## src/sv/dsac_pkg.sv

```systemverilog
// Package for the dual serial ADC capture block: constants, codes and payload types.
package dsac_pkg;

    localparam int SAMPLE_BITS     = 14;
    localparam int TICK_COUNT_BITS = 24;
    localparam int BIT_IDX_W       = $clog2(SAMPLE_BITS);

    localparam int GAIN_W     = 18;
    localparam int GAIN_FRAC  = 16;
    localparam int TICKS_W    = 24;
    localparam int SCALED_W   = 15;
    localparam int TIMEOUTS_W = 8;
    localparam int CMP_W      = 32;
    localparam int PROD_W     = SAMPLE_BITS + GAIN_W;
    localparam int SHIFTED_W  = PROD_W - GAIN_FRAC;

    localparam int CFG_IDX_W  = 2;
    localparam int CFG_DATA_W = 24;

    localparam logic [CFG_IDX_W-1:0] CFG_GAIN     = 2'd0;
    localparam logic [CFG_IDX_W-1:0] CFG_TIMEOUT  = 2'd1;
    localparam logic [CFG_IDX_W-1:0] CFG_INTERVAL = 2'd2;

    localparam logic [GAIN_W-1:0]  GAIN_RESET     = GAIN_W'(79574);
    localparam logic [TICKS_W-1:0] TIMEOUT_RESET  = TICKS_W'(1000);
    localparam logic [TICKS_W-1:0] INTERVAL_RESET = TICKS_W'(1000000);

    localparam logic [SCALED_W-1:0]   SCALED_MAX   = '1;
    localparam logic [TIMEOUTS_W-1:0] TIMEOUTS_MAX = '1;
    localparam logic [BIT_IDX_W-1:0]  BIT_IDX_TOP  = BIT_IDX_W'(SAMPLE_BITS - 1);

    typedef enum logic [2:0] {
        PH_START,
        PH_WAIT,
        PH_MSB,
        PH_LOW,
        PH_HIGH,
        PH_IDLE
    } phase_t;

    typedef struct packed {
        logic busy_level;
        logic data_a_bit;
        logic data_b_bit;
    } in_item_t;

    typedef struct packed {
        logic                   start_n;
        logic                   serial_clock;
        logic                   select_n;
        logic                   sample_valid;
        logic                   timed_out;
        logic [SAMPLE_BITS-1:0] raw_a;
        logic [SAMPLE_BITS-1:0] raw_b;
        logic [SCALED_W-1:0]    scaled_magnitude;
        logic                   negative;
        logic [TIMEOUTS_W-1:0]  timeout_count;
    } out_item_t;

endpackage

```

## src/sv/dual_serial_adc_capture.sv

```systemverilog
// Dual serial ADC capture sequencer: one pin tick in, one pin-drive/result item out.
//
//  channel  direction  handshake                payload
//  in       input      in_valid / in_ready      in_data   (in_item_t, one pin tick)
//  out      output     out_valid / out_ready    out_data  (out_item_t, pin drives + held sample)
//  cfg      input      cfg_valid / cfg_ready    cfg_index, cfg_data (register write)
//
// One tick per cycle unless the output stalls; an accepted tick's result shows in the next cycle.
// The tick's whole update (shift, sign/magnitude, 14x18 gain multiply) is combinational.
// in_ready drops only while a result waits in the output register and out_ready is low.
// cfg_ready is always high. Reset is asynchronous, active low; all state but the output
// data register goes to its start-pulse defaults and no clearing pass is needed.
module dual_serial_adc_capture
    import dsac_pkg::*;
(
    input  logic                  clk,
    input  logic                  rst_n,
    input  logic                  in_valid,
    output logic                  in_ready,
    input  in_item_t              in_data,
    output logic                  out_valid,
    input  logic                  out_ready,
    output out_item_t             out_data,
    input  logic                  cfg_valid,
    output logic                  cfg_ready,
    input  logic [CFG_IDX_W-1:0]  cfg_index,
    input  logic [CFG_DATA_W-1:0] cfg_data
);

    logic [GAIN_W-1:0]  gain_reg;
    logic [TICKS_W-1:0] timeout_reg;
    logic [TICKS_W-1:0] interval_reg;

    phase_t                     phase_reg, phase_next;
    logic [TICK_COUNT_BITS-1:0] tick_reg, tick_next, tick_inc;
    logic [BIT_IDX_W-1:0]       bit_idx_reg, bit_idx_next;
    logic [SAMPLE_BITS-1:0]     shift_a_reg, shift_a_next;
    logic [SAMPLE_BITS-1:0]     shift_b_reg, shift_b_next;
    logic                       busy_prev_reg;
    logic [TIMEOUTS_W-1:0]      timeouts_reg, timeouts_next;
    logic [SAMPLE_BITS-1:0]     raw_a_reg, raw_a_next;
    logic [SAMPLE_BITS-1:0]     raw_b_reg, raw_b_next;
    logic [SCALED_W-1:0]        scaled_reg, scaled_next;
    logic                       neg_reg, neg_next;

    out_item_t out_reg, out_next;
    logic      out_valid_reg;

    logic                   accept;
    logic                   busy_fell;
    logic                   wait_expired;
    logic                   interval_done;
    logic [SAMPLE_BITS-1:0] mag;
    logic [PROD_W-1:0]      prod;
    logic [SHIFTED_W-1:0]   prod_shifted;
    logic                   start_n, sclk, sel_n, smp_valid, tout;

    assign in_ready  = !out_valid_reg || out_ready;
    assign accept    = in_valid && in_ready;
    assign out_valid = out_valid_reg;
    assign out_data  = out_reg;
    assign cfg_ready = 1'b1;

    // saturating tick counter increment
    assign tick_inc      = (tick_reg == '1) ? tick_reg : tick_reg + 1'b1;
    assign busy_fell     = busy_prev_reg && !in_data.busy_level;
    assign wait_expired  = CMP_W'(tick_inc) >= CMP_W'(timeout_reg);
    assign interval_done = CMP_W'(tick_reg) >= CMP_W'(interval_reg);

    // next phase
    always_comb
    begin
        phase_next = phase_reg;
        case (phase_reg)
            PH_START: phase_next = PH_WAIT;
            PH_WAIT:
            begin
                if (busy_fell)
                    phase_next = PH_MSB;
                else if (wait_expired)
                    phase_next = PH_START;
            end
            PH_MSB:   phase_next = PH_LOW;
            PH_LOW:   phase_next = (bit_idx_reg == '0) ? PH_IDLE : PH_HIGH;
            PH_HIGH:  phase_next = PH_LOW;
            PH_IDLE:  phase_next = interval_done ? PH_START : PH_IDLE;
            default:  phase_next = PH_START;
        endcase
    end

    // datapath and pin drives
    always_comb
    begin
        tick_next     = tick_reg;
        bit_idx_next  = bit_idx_reg;
        shift_a_next  = shift_a_reg;
        shift_b_next  = shift_b_reg;
        timeouts_next = timeouts_reg;
        start_n       = 1'b1;
        sclk          = 1'b1;
        sel_n         = 1'b1;
        smp_valid     = 1'b0;
        tout          = 1'b0;
        case (phase_reg)
            PH_START:
            begin
                start_n   = 1'b0;
                tick_next = '0;
            end
            PH_WAIT:
            begin
                if (busy_fell)
                begin
                    sel_n        = 1'b0;
                    bit_idx_next = BIT_IDX_TOP;
                    shift_a_next = '0;
                    shift_b_next = '0;
                end
                else
                begin
                    tick_next = tick_inc;
                    if (wait_expired)
                    begin
                        tout = 1'b1;
                        if (timeouts_reg != TIMEOUTS_MAX)
                            timeouts_next = timeouts_reg + 1'b1;
                    end
                end
            end
            PH_MSB:
            begin
                sel_n        = 1'b0;
                sclk         = 1'b0;
                shift_a_next = shift_a_reg | (SAMPLE_BITS'(in_data.data_a_bit) << bit_idx_reg);
                shift_b_next = shift_b_reg | (SAMPLE_BITS'(in_data.data_b_bit) << bit_idx_reg);
                if (bit_idx_reg != '0)
                    bit_idx_next = bit_idx_reg - 1'b1;
            end
            PH_LOW:
            begin
                shift_a_next = shift_a_reg | (SAMPLE_BITS'(in_data.data_a_bit) << bit_idx_reg);
                shift_b_next = shift_b_reg | (SAMPLE_BITS'(in_data.data_b_bit) << bit_idx_reg);
                if (bit_idx_reg == '0)
                begin
                    smp_valid     = 1'b1;
                    timeouts_next = '0;
                    tick_next     = '0;
                end
                else
                begin
                    sel_n        = 1'b0;
                    bit_idx_next = bit_idx_reg - 1'b1;
                end
            end
            PH_HIGH:
            begin
                sel_n = 1'b0;
                sclk  = 1'b0;
            end
            PH_IDLE:
            begin
                if (!interval_done)
                    tick_next = tick_inc;
            end
            default:
            begin
                tick_next = tick_reg;
            end
        endcase
    end

    // channel A sign/magnitude and gain; true negation of the code
    assign mag          = shift_a_next[SAMPLE_BITS-1] ? (~shift_a_next + 1'b1) : shift_a_next;
    assign prod         = PROD_W'(mag) * PROD_W'(gain_reg);
    assign prod_shifted = prod[PROD_W-1:GAIN_FRAC];

    always_comb
    begin
        raw_a_next  = raw_a_reg;
        raw_b_next  = raw_b_reg;
        scaled_next = scaled_reg;
        neg_next    = neg_reg;
        if (smp_valid)
        begin
            raw_a_next  = shift_a_next;
            raw_b_next  = shift_b_next;
            neg_next    = shift_a_next[SAMPLE_BITS-1];
            scaled_next = (prod_shifted > SHIFTED_W'(SCALED_MAX)) ? SCALED_MAX
                                                                   : prod_shifted[SCALED_W-1:0];
        end
    end

    always_comb
    begin
        out_next.start_n          = start_n;
        out_next.serial_clock     = sclk;
        out_next.select_n         = sel_n;
        out_next.sample_valid     = smp_valid;
        out_next.timed_out        = tout;
        out_next.raw_a            = raw_a_next;
        out_next.raw_b            = raw_b_next;
        out_next.scaled_magnitude = scaled_next;
        out_next.negative         = neg_next;
        out_next.timeout_count    = timeouts_next;
    end

    always_ff @(posedge clk or negedge rst_n)
    begin
        if (!rst_n)
        begin
            gain_reg     <= GAIN_RESET;
            timeout_reg  <= TIMEOUT_RESET;
            interval_reg <= INTERVAL_RESET;
        end
        else if (cfg_valid && cfg_ready)
        begin
            case (cfg_index)
                CFG_GAIN:     gain_reg     <= cfg_data[GAIN_W-1:0];
                CFG_TIMEOUT:  timeout_reg  <= cfg_data[TICKS_W-1:0];
                CFG_INTERVAL: interval_reg <= cfg_data[TICKS_W-1:0];
                default:      gain_reg     <= gain_reg;
            endcase
        end
    end

    always_ff @(posedge clk or negedge rst_n)
    begin
        if (!rst_n)
        begin
            phase_reg     <= PH_START;
            tick_reg      <= '0;
            bit_idx_reg   <= BIT_IDX_TOP;
            shift_a_reg   <= '0;
            shift_b_reg   <= '0;
            busy_prev_reg <= 1'b1;
            timeouts_reg  <= '0;
            raw_a_reg     <= '0;
            raw_b_reg     <= '0;
            scaled_reg    <= '0;
            neg_reg       <= 1'b0;
        end
        else if (accept)
        begin
            phase_reg     <= phase_next;
            tick_reg      <= tick_next;
            bit_idx_reg   <= bit_idx_next;
            shift_a_reg   <= shift_a_next;
            shift_b_reg   <= shift_b_next;
            busy_prev_reg <= in_data.busy_level;
            timeouts_reg  <= timeouts_next;
            raw_a_reg     <= raw_a_next;
            raw_b_reg     <= raw_b_next;
            scaled_reg    <= scaled_next;
            neg_reg       <= neg_next;
        end
    end

    always_ff @(posedge clk or negedge rst_n)
    begin
        if (!rst_n)
            out_valid_reg <= 1'b0;
        else if (accept)
            out_valid_reg <= 1'b1;
        else if (out_ready)
            out_valid_reg <= 1'b0;
    end

    always_ff @(posedge clk)
    begin
        if (accept)
            out_reg <= out_next;
    end

`ifndef SYNTH
    a_accept_gives_result: assert property (@(posedge clk) disable iff (!rst_n)
        accept |=> out_valid)
        else $error("accepted request produced no result");

    a_start_then_wait: assert property (@(posedge clk) disable iff (!rst_n)
        (accept && phase_reg == PH_START) |=> phase_reg == PH_WAIT)
        else $error("start tick not followed by wait phase");

    a_bit_idx_range: assert property (@(posedge clk) disable iff (!rst_n)
        bit_idx_reg <= BIT_IDX_TOP)
        else $error("bit index out of range");

    a_sample_clears_timeouts: assert property (@(posedge clk) disable iff (!rst_n)
        (out_valid && out_data.sample_valid) |-> (out_data.timeout_count == '0
            && !out_data.timed_out && out_data.select_n))
        else $error("sample result with timeout or select inconsistency");

    a_start_pulse_alone: assert property (@(posedge clk) disable iff (!rst_n)
        (out_valid && !out_data.start_n) |-> (out_data.select_n && out_data.serial_clock))
        else $error("start pulse overlaps readout");
`endif

endmodule

```

## config.mk

```make
export PLATFORM = sky130hd
export DESIGN_NAME = dual_serial_adc_capture
export DESIGN_NICKNAME = d
export VERILOG_FILES = /design/src/sv/dsac_pkg.sv /design/src/sv/dual_serial_adc_capture.sv
export SDC_FILE = /design/constraint.sdc
export NUM_CORES = 1
export LEC_CHECK = 0
export BUFFER_PORTS_ARGS = -buffer_cell sky130_fd_sc_hd__buf_2
export CORE_ASPECT_RATIO = 0.7
export CORE_MARGIN = 4
export CORE_UTILIZATION = 40
export DETAILED_ROUTE_END_ITERATION = 6
export HOLD_SLACK_MARGIN = 0.12
export PLACE_DENSITY_LB_ADDON = 0.3
export SYNTH_ARGS = -nofsm -noshare
export SYNTH_HDL_FRONTEND = slang
export SYNTH_SLANG_ARGS = --single-unit
```

## constraint.sdc

```tcl
create_clock -name clk -period 8.38 [get_ports clk]
set_input_delay 0.419 -clock clk [delete_from_list [all_inputs] [get_ports clk]]
set_output_delay 0.419 -clock clk [all_outputs]
set_load 0.01 [all_outputs]
```

==> results.md <==
* Main synth FF type: dfrtp_1
* Clock sink count at about 240
* Core area at just under 0.05 mm2
* Share of cells above drive strength 1 at 0.179
* Comb pwr share at 0.526
* Final net count at approximately 2500
* Worst clock skew at ~0.0099 ns
* First-pass detailed-route iteration total at 5
* Via count at around 15000
* R2R depth at 29
* Total Die Area at about 0.054 mm2
* CP max-delay cell: fa_1
* CTS tree: built
* Crit-path max FO at 18
* Max Fclk at around 120 MHz
* CTS Buf Count at 24
* Final-report setup violation count at 0
* Crit path kind: in2reg
* Mapped Area at slightly above 0.02 mm2
* WL per Instance at ~18 um
* Initial antenna violation count at 0
* Post-DRT Antenna Nets at 0
* Final core utilization at 0.459
* Clock-pin slew on the worst setup and hold paths at roughly 0.06 ns
* FP Rows at 68
* Placement Setup Slack at -0.174 ns
* DRC at 0
* Footprint of the multi-input gates at about 0.013 mm2
* DRT iter0 DRCs at between 1000 and 1500
* Hold Path Class: in2reg
* Final Max Slew Viols at 0
* Post-detail-place hpwl at about 39000 um
* WP data required at just under 9 ns
* Relative slew margins at 0.284
* R2r setup slk at just under 0.3 ns
* Startpoint types: primary input
* Reg area at 0.00623 mm2
* Crit. Startpoint: in_data[2]
* Worst setup path endpoint: out_data[23]$_DFFE_PP_
* Final period util at 0.968
* Total power at 6.24 mW
* Post-synth EDFFs at between 50 and 60
* Die Y at 196 um
* Mean post-synth cell area at between 9 and 10 um2
* Worst Slack Setup Final at between 0.2 and 0.3 ns
* Reg2Reg Capture Point: out_data[23]$_DFFE_PP_
* N_diodes at 0
* Area share of the largest cell type after synthesis at 0.189
* Synthesized Nets at 2442
* # IOs at 94
* Crit path top cell by count: fa_1
* Distinct cells, synth at 84
* Top post-synthesis cells by area: dfrtp_1 (19%), fa_1 (19%), ha_1 (9.1%)
* Ys Warns at 0
* CP endpoint kind: register
* Total global-route track usage at 0.190
* Die W at 276 um
* Vias in the first global route at ~15000
* Largest net degree at the start of global routing at 87
* Flops & latches, synth at about 240
* Layout area overhead at 12.9%
* Post-synth top area cell: dfrtp_1
* Internal Power at approximately 3.5 mW
* Fin cells at approximately 2900
* Placed Cells at 2789
* Fillers at between 4000 and 5000
* Clk Latency, worst-skew pair at around 0.53 ns
* Hold Fails Final Rpt at 0
* Remaining Overflow, GRT at 0
* Minimum clock period at roughly 8.1 ns
* First-pass GRT wire length at between 80000 and 90000 um
* Power density over the cells at 274 mW/mm2
* H-Tree Depth at 1
* PortBufs at 92
* Worst ir drop on vdd at about 0.00015 V
* Longest Clk Path Bufs at 3
* Routed vias/inst at between 5 and 6
* Crit path DAT at 8.40 ns
* Worst r2r src: phase_reg[1]$_DFFE_PN0P_
* Post-Route WL at between 50000 and 60000 um
* NetSw at around 2.7 mW
* Status: completed
* Synth Instances at between 2000 and 2500
* Max incr delay on CP at around 0.56 ns
* Worst Max-Slew Pin Slew at 1.07 ns
* Leakage at around 11 nW
* Final RePlAce weighted congestion at just under 0.9
* Clock power frac at 0.189
* Max FFs per register at 57
* Root Buffer: clkbuf_16
* Post-synth ARST share at 0.758
* Sw Share at 0.434
* Max Cap Violations at 0
* Setup TNS at 0 ns
* Sequential share of power at 0.285
* Sequential fraction of the synthesis area at 0.309
* Initial core utilization at 0.407
==> worst min-delay path by stage <==
stage | start | to | slack (ns) | depth (start not counted)
6_report | cfg_data[23] | interval_reg[23]$_DFFE_PN0P_ | 0.14 | 2
4_1_cts | cfg_data[22] | interval_reg[22]$_DFFE_PN0P_ | 0.12 | 2
2_1_floorplan | rst_n | bit_idx_reg[1]$_DFFE_PN0P_ | 0.12 | 0
5_1_grt | cfg_data[23] | timeout_reg[23]$_DFFE_PN0P_ | 0.13 | 2
3_3_place_gp | busy_prev_reg$_DFFE_PN1P_ | busy_prev_reg$_DFFE_PN1P_ | 0.46 | 2
3_5_place_dp | busy_prev_reg$_DFFE_PN1P_ | busy_prev_reg$_DFFE_PN1P_ | 0.46 | 2
==> kinds of logic (layout without fill, tap and decap cells) <==
| family | after synthesis | in the layout | share of synthesized area |
|---|---|---|---|
| adders and majority gates | 334 | 334 | 0.278 |
| and+or+nand+nor | 633 | 633 | 0.150 |
| buffers and inverters | 365 | 481 | 0.0708 |
| other | 1 | 1 | 0.000186 |
| xor gates and xnor gates | 51 | 51 | 0.0240 |
| DFF | 236 | 236 | 0.309 |
| muxes | 99 | 99 | 0.0554 |
| AOI/OAI and AO/OA | 355 | 355 | 0.113 |
==> cell usage in the layout, fill, tap and decap left out, types with 83 or more instances in the layout <==
master   instances
dfrtp_1        151
mux2_2          96
fa_1           187
ha_1           142
and2_1         111
o21ai_0        104
inv_1          260
a21oi_1         83
buf_2           91
nand2_1        305
==> critical path: cells and delay by family <==
family                     cells  cell delay [ns]
buffers and inverters          9             1.47
muxes                          1             0.26
xor gates and xnor gates       2             0.39
AOI/OAI and AO/OA              7             1.83
adders and majority gates      7             3.48
and+or+nand+nor                3             0.53
==> power groups by stage <==
stage               clock, mW  combinational, mW  sequential, mW
finish                   1.18               3.28            1.78
global route             1.25               3.71            1.82
CTS                      1.20               3.21            1.77
detailed placement          0               3.16            1.79
global placement            0               3.12            1.78
floorplan                   0               2.26            1.69
==> stage by stage <==
step | hold WS, ns | instance area [um2]
4_1_cts | 0.120 | 22400
3_3_place_gp | 0.456 | 21500
6_report | 0.138 | 22700
3_5_place_dp | 0.464 | 21500
2_1_floorplan | 0.123 | 20100
5_1_grt | 0.126 | 22700
==> Yosys cell counts (all sizes together) (5+ instances only) <==
cell     number
nor2         79
nand3        34
or3           8
o21ai       110
inv         261
ha          146
a22oi         7
clkbuf       82
nor2b        14
o211ai        6
xnor2        38
dfstp        27
edfxtp       57
and2        114
a211oi        8
a41oi         5
a21oi        87
mux2         97
dfrtp       152
or2           5
o31ai        23
nor3          9
nand4        13
nand2b       11
a32oi         6
a2111oi       6
a21o         33
a32o          5
and3         19
nand2       306
xor2         13
buf          22
a31oi        20
fa          188
==> metal layers <==
layer,global-route usage,vias up,share of wire
met1,0.302,7516,0.52
li1,-,7082,-
met5,0,-,0
met3,0.0459,44,0.072
met4,0.0216,0,0.0099
met2,0.268,413,0.40
==> final cells by class <==
| class | instances | share of cell area |
|---|---|---|
| Clock buffer | 33 | 0.0306 |
| Clock inverter | 11 | 0.00738 |
| Inverter | 261 | 0.0432 |
| Multi-Input combinational cell | 1473 | 0.558 |
| Sequential cell | 236 | 0.274 |
| Tap cell | 665 | 0.0366 |
| Timing Repair Buffer | 176 | 0.0506 |
==> repair_timing <==
action,in CTS,in global routing
gates resized for setup,4,43
endpoints found under the setup margin,14,30
buffers inserted,3,14
hold buffers,5,0
pin swaps,3,12
hold endpoints to repair,59,0
(Power assumes the default switching activity.)
